### src/sv/wepm_pkg.sv
// ----------------------------------------------------------------------------
// wepm_pkg
// Shared types for the watch entry pool manager: request and result payloads,
// command and status codes, controller states and the control/status bundles.
// ----------------------------------------------------------------------------
package wepm_pkg;

  // Pool size and entry value width
  localparam int POOL_ENTRIES = 32;
  localparam int VALUE_BITS   = 32;
  localparam int ID_BITS      = $clog2(POOL_ENTRIES);

  // Command codes carried in the request
  typedef enum logic [2:0] {
    CMD_ALLOC   = 3'd0,
    CMD_RELEASE = 3'd1,
    CMD_FIND    = 3'd2,
    CMD_CHECK   = 3'd3,
    CMD_LIST    = 3'd4
  } cmd_e;

  // Result status codes
  typedef enum logic [1:0] {
    ST_OK         = 2'd0,
    ST_EXHAUSTED  = 2'd1,
    ST_NOT_IN_USE = 2'd2,
    ST_LIST_EMPTY = 2'd3
  } status_e;

  // One request
  typedef struct packed {
    logic [2:0]            cmd;
    logic [ID_BITS-1:0]    entry_id;
    logic [VALUE_BITS-1:0] data_value;
    logic                  value_ok;
  } req_t;

  // One result
  typedef struct packed {
    logic [1:0]            status;
    logic [ID_BITS-1:0]    result_id;
    logic [VALUE_BITS-1:0] stored_value;
    logic                  changed;
    logic                  last;
  } rsp_t;

  // Controller states
  typedef enum logic [3:0] {
    S_IDLE,
    S_DISPATCH,
    S_EMIT_ERR,
    S_ALLOC_UPD,
    S_ALLOC_LINK,
    S_ACCESS,
    S_REL_WALK,
    S_REL_FIN,
    S_LIST_EMIT
  } state_e;

  // Address source for the link/value memory reads and the cursor
  typedef enum logic [1:0] {
    RD_FREE_HEAD,
    RD_REQ_ID,
    RD_USED_HEAD,
    RD_LINK
  } rd_src_e;

  // Link memory write selection
  typedef enum logic [2:0] {
    LW_NONE,
    LW_SELF_CLEAR,
    LW_TAIL,
    LW_UNLINK,
    LW_PUSH
  } lw_sel_e;

  // Controller to datapath
  typedef struct packed {
    logic    req_ld;
    logic    rd_link;
    logic    rd_val;
    rd_src_e rd_src;
    logic    cur_ld;
    logic    nxt_ld;
    lw_sel_e lw_sel;
    logic    val_we;
    logic    alloc_a;
    logic    alloc_b;
    logic    rel_head;
    logic    rel_unlink;
    logic    rel_fin;
    logic    k_clr;
    logic    k_inc;
    logic    out_ld;
    status_e out_status;
    logic    list_mode;
    logic    chk_mode;
  } ctl_t;

  // Datapath to controller
  typedef struct packed {
    logic [2:0] cmd;
    logic       value_ok;
    logic       id_valid;
    logic       free_empty;
    logic       used_empty;
    logic       head_is_cur;
    logic       link_is_cur;
    logic       list_last;
    logic       out_free;
  } sts_t;

endpackage

### src/sv/wepm_datapath.sv
// ----------------------------------------------------------------------------
// wepm_datapath
// Entry storage (link and value memories, in-use flags), list pointers and
// counts, the cursor used for walks, and the result output register.
// ----------------------------------------------------------------------------
module wepm_datapath (
  input  logic           clk_i,
  input  logic           rst_ni,
  input  wepm_pkg::req_t in_req_i,
  input  wepm_pkg::ctl_t ctl_i,
  output wepm_pkg::sts_t sts_o,
  output logic           out_valid_o,
  input  logic           out_stall_i,
  output wepm_pkg::rsp_t out_rsp_o
);
  import wepm_pkg::*;

  localparam int IDW = ID_BITS;
  localparam int CW  = $clog2(POOL_ENTRIES + 1);

  // Request and walk registers
  req_t                  req_q;
  logic [IDW-1:0]        cur_q;
  logic [IDW-1:0]        nxt_q;
  logic [CW-1:0]         k_q;

  // List pointers and counts
  logic [IDW-1:0]        free_head_q;
  logic [CW-1:0]         free_cnt_q;
  logic [IDW-1:0]        used_head_q;
  logic [IDW-1:0]        used_tail_q;
  logic [CW-1:0]         used_cnt_q;
  logic [POOL_ENTRIES-1:0] in_use_q;

  // Link memory with per-entry written bits; unwritten entries link to i+1, the last one to 0
  logic [IDW-1:0]        link_mem [POOL_ENTRIES];
  logic [POOL_ENTRIES-1:0] link_vld_q;
  logic [IDW-1:0]        link_rd_q;
  logic                  link_rd_vld_q;
  logic [IDW-1:0]        rd_addr_q;
  logic [IDW-1:0]        link_nxt;

  // Value memory
  logic [VALUE_BITS-1:0] val_mem [POOL_ENTRIES];
  logic [VALUE_BITS-1:0] val_rd_q;
  logic [VALUE_BITS-1:0] wval;

  // Output register
  logic                  out_valid_q;
  rsp_t                  out_rsp_q;
  logic                  out_free;

  logic [IDW-1:0]        req_id;
  logic [IDW-1:0]        rd_addr;
  logic                  lw_en;
  logic [IDW-1:0]        lw_addr;
  logic [IDW-1:0]        lw_data;
  logic                  list_last;
  rsp_t                  rsp_d;

  assign req_id = IDW'(req_q.entry_id);
  assign wval   = VALUE_BITS'(req_q.data_value);

  // Resolve the registered link read, falling back to the reset chain
  always_comb begin
    if (link_rd_vld_q) begin
      link_nxt = link_rd_q;
    end else if (rd_addr_q == IDW'(POOL_ENTRIES - 1)) begin
      link_nxt = '0;
    end else begin
      link_nxt = rd_addr_q + IDW'(1);
    end
  end

  // Select the read address (also loads the cursor)
  always_comb begin
    case (ctl_i.rd_src)
      RD_FREE_HEAD: rd_addr = free_head_q;
      RD_REQ_ID:    rd_addr = req_id;
      RD_USED_HEAD: rd_addr = used_head_q;
      RD_LINK:      rd_addr = link_nxt;
      default:      rd_addr = req_id;
    endcase
  end

  // Select the link write
  always_comb begin
    lw_en   = 1'b0;
    lw_addr = cur_q;
    lw_data = '0;
    case (ctl_i.lw_sel)
      LW_SELF_CLEAR: begin
        lw_en = 1'b1;
      end
      LW_TAIL: begin
        lw_en   = (used_cnt_q != '0);
        lw_addr = used_tail_q;
        lw_data = cur_q;
      end
      LW_UNLINK: begin
        lw_en   = 1'b1;
        lw_addr = rd_addr_q;
        lw_data = nxt_q;
      end
      LW_PUSH: begin
        lw_en   = 1'b1;
        lw_data = free_head_q;
      end
      default: lw_en = 1'b0;
    endcase
  end

  // Link memory array and registered read
  always_ff @(posedge clk_i) begin
    if (lw_en) begin
      link_mem[lw_addr] <= lw_data;
    end
    if (ctl_i.rd_link) begin
      link_rd_q <= link_mem[rd_addr];
    end
  end

  // Track which entries have a written link and the last read address
  always_ff @(posedge clk_i or negedge rst_ni) begin
    if (!rst_ni) begin
      link_vld_q    <= '0;
      link_rd_vld_q <= 1'b0;
      rd_addr_q     <= '0;
    end else begin
      if (lw_en) begin
        link_vld_q[lw_addr] <= 1'b1;
      end
      if (ctl_i.rd_link) begin
        link_rd_vld_q <= link_vld_q[rd_addr];
        rd_addr_q     <= rd_addr;
      end
    end
  end

  // Value memory array and registered read
  always_ff @(posedge clk_i) begin
    if (ctl_i.val_we) begin
      val_mem[cur_q] <= wval;
    end
    if (ctl_i.rd_val) begin
      val_rd_q <= val_mem[rd_addr];
    end
  end

  // Capture the request
  always_ff @(posedge clk_i) begin
    if (ctl_i.req_ld) begin
      req_q <= in_req_i;
    end
  end

  // Update list pointers, counts, flags and walk registers
  always_ff @(posedge clk_i or negedge rst_ni) begin
    if (!rst_ni) begin
      free_head_q <= '0;
      free_cnt_q  <= CW'(POOL_ENTRIES);
      used_head_q <= '0;
      used_tail_q <= '0;
      used_cnt_q  <= '0;
      in_use_q    <= '0;
      cur_q       <= '0;
      nxt_q       <= '0;
      k_q         <= '0;
    end else begin
      if (ctl_i.cur_ld) begin
        cur_q <= rd_addr;
      end
      if (ctl_i.nxt_ld) begin
        nxt_q <= link_nxt;
      end
      if (ctl_i.k_clr) begin
        k_q <= '0;
      end else if (ctl_i.k_inc) begin
        k_q <= k_q + CW'(1);
      end
      // take the free head and mark it in use
      if (ctl_i.alloc_a) begin
        free_head_q     <= link_nxt;
        free_cnt_q      <= free_cnt_q - CW'(1);
        in_use_q[cur_q] <= 1'b1;
        if (used_cnt_q == '0) begin
          used_head_q <= cur_q;
        end
      end
      // append at the in-use tail
      if (ctl_i.alloc_b) begin
        used_tail_q <= cur_q;
        used_cnt_q  <= used_cnt_q + CW'(1);
      end
      // drop the entry from the in-use head
      if (ctl_i.rel_head) begin
        used_head_q <= link_nxt;
      end
      // bypass the entry inside the in-use list
      if (ctl_i.rel_unlink && (used_tail_q == cur_q)) begin
        used_tail_q <= rd_addr_q;
      end
      // push the entry on the free list
      if (ctl_i.rel_fin) begin
        used_cnt_q      <= used_cnt_q - CW'(1);
        free_head_q     <= cur_q;
        free_cnt_q      <= free_cnt_q + CW'(1);
        in_use_q[cur_q] <= 1'b0;
        if (used_cnt_q == CW'(1)) begin
          used_head_q <= '0;
          used_tail_q <= '0;
        end
      end
    end
  end

  assign list_last = ((k_q + CW'(1)) == used_cnt_q);

  // Build the result
  always_comb begin
    rsp_d        = '0;
    rsp_d.status = 2'(ctl_i.out_status);
    rsp_d.last   = !ctl_i.list_mode || list_last;
    if (ctl_i.out_status == ST_OK) begin
      rsp_d.result_id = cur_q;
      if (ctl_i.alloc_b) begin
        rsp_d.stored_value = wval;
      end else begin
        rsp_d.stored_value = val_rd_q;
      end
      rsp_d.changed = ctl_i.chk_mode && req_q.value_ok && (wval != val_rd_q);
    end else if (ctl_i.out_status == ST_NOT_IN_USE) begin
      rsp_d.result_id = req_q.entry_id;
    end
  end

  assign out_free = !out_valid_q || !out_stall_i;

  // Output register: hold while stalled
  always_ff @(posedge clk_i or negedge rst_ni) begin
    if (!rst_ni) begin
      out_valid_q <= 1'b0;
    end else if (ctl_i.out_ld) begin
      out_valid_q <= 1'b1;
    end else if (!out_stall_i) begin
      out_valid_q <= 1'b0;
    end
  end

  always_ff @(posedge clk_i) begin
    if (ctl_i.out_ld) begin
      out_rsp_q <= rsp_d;
    end
  end

  assign out_valid_o = out_valid_q;
  assign out_rsp_o   = out_rsp_q;

  // Status to the controller
  always_comb begin
    sts_o             = '0;
    sts_o.cmd         = req_q.cmd;
    sts_o.value_ok    = req_q.value_ok;
    sts_o.id_valid    = (32'(req_q.entry_id) < 32'(POOL_ENTRIES)) && in_use_q[req_id];
    sts_o.free_empty  = (free_cnt_q == '0);
    sts_o.used_empty  = (used_cnt_q == '0);
    sts_o.head_is_cur = (used_head_q == cur_q);
    sts_o.link_is_cur = (link_nxt == cur_q);
    sts_o.list_last   = list_last;
    sts_o.out_free    = out_free;
  end

endmodule

### src/sv/wepm_ctrl.sv
// ----------------------------------------------------------------------------
// wepm_ctrl
// Command sequencer: decodes the captured request and steps the datapath
// through allocate, release walk, find, check and list.
// ----------------------------------------------------------------------------
module wepm_ctrl (
  input  logic           clk_i,
  input  logic           rst_ni,
  input  logic           in_valid_i,
  output logic           in_stall_o,
  input  wepm_pkg::sts_t sts_i,
  output wepm_pkg::ctl_t ctl_o
);
  import wepm_pkg::*;

  state_e st_q;
  state_e st_d;

  // State register
  always_ff @(posedge clk_i or negedge rst_ni) begin
    if (!rst_ni) begin
      st_q <= S_IDLE;
    end else begin
      st_q <= st_d;
    end
  end

  // Next state and datapath commands
  always_comb begin
    st_d              = st_q;
    ctl_o             = '0;
    ctl_o.rd_src      = RD_REQ_ID;
    ctl_o.lw_sel      = LW_NONE;
    ctl_o.out_status  = ST_OK;
    in_stall_o        = 1'b1;
    case (st_q)
      S_IDLE: begin
        in_stall_o = 1'b0;
        if (in_valid_i) begin
          ctl_o.req_ld = 1'b1;
          st_d         = S_DISPATCH;
        end
      end
      S_DISPATCH: begin
        case (sts_i.cmd)
          CMD_ALLOC: begin
            if (sts_i.free_empty) begin
              st_d = S_EMIT_ERR;
            end else begin
              ctl_o.rd_src  = RD_FREE_HEAD;
              ctl_o.rd_link = 1'b1;
              ctl_o.cur_ld  = 1'b1;
              st_d          = S_ALLOC_UPD;
            end
          end
          CMD_RELEASE, CMD_FIND, CMD_CHECK: begin
            if (!sts_i.id_valid) begin
              st_d = S_EMIT_ERR;
            end else begin
              ctl_o.rd_src  = RD_REQ_ID;
              ctl_o.rd_link = 1'b1;
              ctl_o.rd_val  = 1'b1;
              ctl_o.cur_ld  = 1'b1;
              st_d          = S_ACCESS;
            end
          end
          CMD_LIST: begin
            if (sts_i.used_empty) begin
              st_d = S_EMIT_ERR;
            end else begin
              ctl_o.rd_src  = RD_USED_HEAD;
              ctl_o.rd_link = 1'b1;
              ctl_o.rd_val  = 1'b1;
              ctl_o.cur_ld  = 1'b1;
              ctl_o.k_clr   = 1'b1;
              st_d          = S_LIST_EMIT;
            end
          end
          default: st_d = S_IDLE;
        endcase
      end
      S_EMIT_ERR: begin
        case (sts_i.cmd)
          CMD_ALLOC: ctl_o.out_status = ST_EXHAUSTED;
          CMD_LIST:  ctl_o.out_status = ST_LIST_EMPTY;
          default:   ctl_o.out_status = ST_NOT_IN_USE;
        endcase
        if (sts_i.out_free) begin
          ctl_o.out_ld = 1'b1;
          st_d         = S_IDLE;
        end
      end
      S_ALLOC_UPD: begin
        // take the free head, clear its link and store the value
        ctl_o.alloc_a = 1'b1;
        ctl_o.lw_sel  = LW_SELF_CLEAR;
        ctl_o.val_we  = 1'b1;
        st_d          = S_ALLOC_LINK;
      end
      S_ALLOC_LINK: begin
        if (sts_i.out_free) begin
          ctl_o.alloc_b = 1'b1;
          ctl_o.lw_sel  = LW_TAIL;
          ctl_o.out_ld  = 1'b1;
          st_d          = S_IDLE;
        end
      end
      S_ACCESS: begin
        case (sts_i.cmd)
          CMD_RELEASE: begin
            ctl_o.nxt_ld = 1'b1;
            if (sts_i.head_is_cur) begin
              ctl_o.rel_head = 1'b1;
              st_d           = S_REL_FIN;
            end else begin
              ctl_o.rd_src  = RD_USED_HEAD;
              ctl_o.rd_link = 1'b1;
              st_d          = S_REL_WALK;
            end
          end
          CMD_CHECK: begin
            if (sts_i.out_free) begin
              ctl_o.chk_mode = 1'b1;
              ctl_o.val_we   = sts_i.value_ok;
              ctl_o.out_ld   = 1'b1;
              st_d           = S_IDLE;
            end
          end
          default: begin
            if (sts_i.out_free) begin
              ctl_o.out_ld = 1'b1;
              st_d         = S_IDLE;
            end
          end
        endcase
      end
      S_REL_WALK: begin
        // follow links until the predecessor of the entry is found
        if (sts_i.link_is_cur) begin
          ctl_o.rel_unlink = 1'b1;
          ctl_o.lw_sel     = LW_UNLINK;
          st_d             = S_REL_FIN;
        end else begin
          ctl_o.rd_src  = RD_LINK;
          ctl_o.rd_link = 1'b1;
        end
      end
      S_REL_FIN: begin
        if (sts_i.out_free) begin
          ctl_o.rel_fin = 1'b1;
          ctl_o.lw_sel  = LW_PUSH;
          ctl_o.out_ld  = 1'b1;
          st_d          = S_IDLE;
        end
      end
      S_LIST_EMIT: begin
        // emit one entry a cycle while the output register is free, and read the next
        if (sts_i.out_free) begin
          ctl_o.out_ld    = 1'b1;
          ctl_o.list_mode = 1'b1;
          ctl_o.k_inc     = 1'b1;
          ctl_o.rd_src    = RD_LINK;
          ctl_o.rd_link   = 1'b1;
          ctl_o.rd_val    = 1'b1;
          ctl_o.cur_ld    = 1'b1;
          if (sts_i.list_last) begin
            st_d = S_IDLE;
          end
        end
      end
      default: st_d = S_IDLE;
    endcase
  end

endmodule

### src/sv/watch_entry_pool_manager.sv
// ----------------------------------------------------------------------------
// watch_entry_pool_manager
// Pool of watch entries with a LIFO free list and an in-use list kept in
// allocation order. Commands: allocate, release, find, check value, list.
// ----------------------------------------------------------------------------
// Usage:
//   Requests enter on in_valid_i/in_stall_o/in_req_i; results leave on
//   out_valid_o/out_stall_i/out_rsp_o. A request is taken when valid is high
//   and stall is low. One request is worked on at a time; in_stall_o is low
//   only while the sequencer is idle.
//   After accept, find, check and error cases give a single result;
//   allocate takes the free head and then links it at the in-use tail;
//   release walks the in-use list from its head, one link read per entry
//   walked before it, unless the entry is the head; list gives one result
//   per cycle while out_stall_i is low.
//   The next request is taken right after the last result is loaded; the
//   release walk and the list set the worst case.
//   The last flag marks the final result of each request.
//   Reset empties the in-use list and puts all entries on the free list in
//   order 0, 1, 2, ...; no clearing pass is needed.
//   While out_stall_i is high the result register holds and the sequencer
//   waits; no result is dropped.
// ----------------------------------------------------------------------------
module watch_entry_pool_manager (
  input  logic           clk_i,
  input  logic           rst_ni,
  input  logic           in_valid_i,
  output logic           in_stall_o,
  input  wepm_pkg::req_t in_req_i,
  output logic           out_valid_o,
  input  logic           out_stall_i,
  output wepm_pkg::rsp_t out_rsp_o
);
  import wepm_pkg::*;

  ctl_t ctl;
  sts_t sts;

  // Sequencer
  wepm_ctrl u_ctrl (
    .clk_i      (clk_i),
    .rst_ni     (rst_ni),
    .in_valid_i (in_valid_i),
    .in_stall_o (in_stall_o),
    .sts_i      (sts),
    .ctl_o      (ctl)
  );

  // Storage and result register
  wepm_datapath u_datapath (
    .clk_i       (clk_i),
    .rst_ni      (rst_ni),
    .in_req_i    (in_req_i),
    .ctl_i       (ctl),
    .sts_o       (sts),
    .out_valid_o (out_valid_o),
    .out_stall_i (out_stall_i),
    .out_rsp_o   (out_rsp_o)
  );

  // A taken request keeps the block busy for at least the next cycle
  a_busy_after_accept: assert property (@(posedge clk_i) disable iff (!rst_ni)
    (in_valid_i && !in_stall_o) |=> in_stall_o)
    else $error("request accepted while previous one still in progress");

  // A result is loaded only when the output register can take it
  a_load_when_free: assert property (@(posedge clk_i) disable iff (!rst_ni)
    ctl.out_ld |-> sts.out_free)
    else $error("result loaded over a stalled result");

  // List updates never overlap
  a_one_list_update: assert property (@(posedge clk_i) disable iff (!rst_ni)
    $onehot0({ctl.alloc_a, ctl.alloc_b, ctl.rel_head, ctl.rel_unlink, ctl.rel_fin}))
    else $error("overlapping list pointer updates");

endmodule

### config.mk
export PLATFORM = sky130hd
export DESIGN_NAME = watch_entry_pool_manager
export DESIGN_NICKNAME = d
export VERILOG_FILES = /design/src/sv/wepm_pkg.sv /design/src/sv/wepm_datapath.sv /design/src/sv/wepm_ctrl.sv /design/src/sv/watch_entry_pool_manager.sv
export SDC_FILE = /design/constraint.sdc
export NUM_CORES = 2
export LEC_CHECK = 0
export BUFFER_PORTS_ARGS = -buffer_cell sky130_fd_sc_hd__buf_2
export CAP_MARGIN = 20
export CORE_MARGIN = 5
export CORE_UTILIZATION = 40
export CTS_BUF_LIST = sky130_fd_sc_hd__clkbuf_4
export DETAILED_ROUTE_END_ITERATION = 6
export PLACE_DENSITY = 0.59
export SYNTH_ARGS = -nofsm -noshare
export SYNTH_HDL_FRONTEND = slang
export SYNTH_HIERARCHICAL = 1
export SYNTH_SLANG_ARGS = --single-unit
export TNS_END_PERCENT = 5
### constraint.sdc
create_clock -name clk_i -period 11.9 [get_ports clk_i]
set_clock_uncertainty 0.1 [all_clocks]
set_input_delay 1.19 -clock clk_i [delete_from_list [all_inputs] [get_ports clk_i]]
set_output_delay 1.19 -clock clk_i [all_outputs]
set_load 0.05 [all_outputs]
==> results.ini <==
[run_status]
status=finished with violations
violations=slew limit

[clock_network]
cts_buffers=387
cts.htree.levels=5
clk_latency_ps=1290
cts_tree=done
clockRootBuffer=clkbuf_4
clk_path_buf_depth=4
clk_pin_slew_ps=70
cts_sinks=1421

[grt]
grt_max_degree=219
antenna_found_initial=5
grt_overflow=0
grt.total_usage=0.2188
grt_pass1_wl_microns=248500
grt_pass1_vias=37447

[routing]
firstDrtPassIters=5
drcViolationCount=0
met3_length_microns=15090
drt-initial-drc-count=4229
post_drt_wl_per_cell_microns=25.43
routed_via_density=5.726
vias=38414
drt-met1-wl_microns=71730
ant_nets=0
drt_wl_total_microns=170600
route.met2.wl_microns=79760
highest_layer=met4

[placed_design]
place_congestion=0.7816
dpl_cell_area_sq_um=60840
dpl.hpwl_microns=82570
pre_cts_slack_ps=4274
place_inst=5996
numPortBuffers=87

[logic_synthesis]
syn_inst=4215
ys_types=74
synth_seq_cells=1421
synth_warnings=6
syn-num-nets=4272
avgSynthCellArea_sq_um=13.82
synth_ff_type=edfxtp_1
synth-async-reset-ratio=0.08304
synth-edff-count=1303
yosysSeqAreaShare=0.7222
syn-cell-area_sq_um=58270

[cells_and_area]
stdcell_count=6709
area_growth_pct=13.35
drive_gt1_frac=0.1997
design_area_sq_um=66050
final_cell_mix=1,303 x edfxtp_1, 657 x nand2_1, 567 x clkbuf_4
fin_util=0.4548
final_nets=4570
mostFrequentLayoutCell=edfxtp_1

[critical_path]
critPathArrivalTime_ps=8620
path_class=flip-flop to flip-flop
cp_slowest_cell=buf_4
cpPeakStageDelay_ps=820
cp.required_ps=12820
cp-end-kind=flip-flop
worst_setup_path_start_kind=flip-flop
crit_top_cell=buf_4
path_cells=ha_1 -> and3_1 -> ha_1 -> or3_4 -> and2_1 -> xor2_1 -> nand3_1 -> nor3_1 -> inv_1 -> a32o_1 -> a21oi_1 -> nand2_1 -> and2_1 -> a32oi_4 -> buf_4 -> nand2_8 -> buf_4 -> buf_4 -> a211oi_1 -> a31oi_1 -> o22ai_1 -> nor4_2
path_max_fanout=91

[timing]
hold_viol=0
worst_slew_pin_slew_ps=1530
relSlewSlack=-0.02017
fin_crit_ps=7705
setup_tns_ps=0
rsz0062_at_grt=false
final-setup-viol-count=0
fin_crit_sh=0.6475
fin_ws_ps=4195
max_freq_ghz=0.1298
slew_violations=76

[floorplanning]
die_w_microns=391.7
start_util=0.4012
dieArea_sq_um=153400
io_pins=88
die_y_microns=391.7
core_area_sq_um=145200
rows=140

[power_and_ir_drop]
p_per_area_nw_per_um2=247.0
p_leak_nw=22.88
peakVddDrop_mv=0.3187

[hold_path]
hold_path.class=input port to flip-flop

[flow_run]
maxCapViolations=0

[synthesized netlist by cell type, drive strengths merged, types with 36 or more instances]
library cell	instances	area, sq um
edfxtp	1303	39130
nand2	664	2502
a211oi	313	2350
and3	309	1934
a31oi	304	1908
clkbuf	173	649.4
nor2	168	633.1
buf	155	825.8
o22ai	148	925.9
dfrtp	117	2928
a21oi	100	500.5
mux2i	67	683.2
xnor2	53	464.2
nor4	45	513.0
o21ai	39	195.2
or2	36	225.2
[path summary, 6_finish.rpt]
| check | cells after the start | slack (ps) | endpoint | start |
|---|---|---|---|---|
| max in group asynchronous | 3 | 9900 | u_datapath/link_vld_q[0] | rst_ni |
| hold / removal | 3 | 350 | u_datapath/out_valid_o | out_stall_i |
| setup reg to reg | 22 | 4200 | u_datapath/val_rd_q[12] | u_datapath/rd_addr_q[0] |
| hold reg to reg | 1 | 370 | u_datapath/link_vld_q[2] | u_datapath/link_vld_q[2] |
| min in group asynchronous | 2 | 440 | u_datapath/in_use_q[12] | rst_ni |
| setup / recovery | 22 | 4200 | u_datapath/val_rd_q[12] | u_datapath/rd_addr_q[0] |
[stage by stage]
stage	hold WS, ps	power (mW)
6_report	351.7	16.31
5_1_grt	269.9	17.16
4_1_cts	196.4	16.36
3_5_place_dp	344.3	12.14
3_3_place_gp	343.0	12.07
2_1_floorplan	330.2	10.36
[cell type report]
type                    instances  area, sq um
diodes                          6        15.01
clock buffers                 567         4257
clock inverters                95        454.2
fillers                     12978        79170
inverters                      14        52.55
multi-input cells            2452        14990
flip-flops and latches       1421        42080
well taps                    1917         2399
repair buffers                237         1798
[state kept, by name, indices dropped and copies added, names as in the netlist, 5 cells and up]
| register | cells |
|---|---|
| u_datapath/val_mem | 1024 |
| u_datapath/link_mem | 160 |
| u_datapath/out_rsp_o | 41 |
| u_datapath/in_use_q | 32 |
| u_datapath/link_vld_q | 32 |
| u_datapath/val_rd_q | 32 |
| u_datapath/wval | 32 |
| u_datapath/free_cnt_q | 6 |
| u_datapath/k_q | 6 |
| u_datapath/used_cnt_q | 6 |
| u_datapath/cur_q | 5 |
| u_datapath/free_head_q | 5 |
| u_datapath/link_rd_q | 5 |
| u_datapath/nxt_q | 5 |
| u_datapath/rd_addr_q | 5 |
| u_datapath/req_id | 5 |
| u_datapath/used_head_q | 5 |
| u_datapath/used_tail_q | 5 |
[report_power, final]
group / switching, mW / total [mW] / internal [mW]
registers: 0.281 / 6.44 / 6.15
logic: 3.98 / 5.68 / 1.70
clock network: 1.96 / 4.20 / 2.23
total: 6.22 / 16.3 / 10.1
[cell families (layout without fill, tap and decap cells)]
kind of cell / count (synthesis) / in the layout / synth area share
other: 0 / 6 / 0
XOR/XNOR: 71 / 71 / 0.01067
AO/OA/AOI/OAI: 936 / 936 / 0.1060
AND/OR/NAND/NOR: 1337 / 1337 / 0.1127
adder cells (fa/ha/maj): 12 / 12 / 0.002706
flip-flops: 1421 / 1421 / 0.7222
multiplexers: 96 / 96 / 0.01945
buffers and inverters: 342 / 913 / 0.02622
[critical path, delay by kind of cell, from the launching register on]
kind,cells,cell delay [ps]
XOR/XNOR,1,170
AO/OA/AOI/OAI,6,1280
AND/OR/NAND/NOR,9,2690
adder cells (fa/ha/maj),2,490
buffers and inverters,4,2070
flip-flops,1,450
[layer usage]
layer	track usage	vias up
met5	0	-
met4	0.06989	0
met3	0.04813	264
met2	0.3456	1756
met1	0.3039	19336
li1	-	17058
[what timing repair did]
item / in CTS / in global routing
endpoints found under the hold margin: 97 / 0
gates resized for setup: 0 / 0
setup buffers: 0 / 0
hold buffers: 42 / 0
Note: power is estimated with default switching activity, not from simulation.
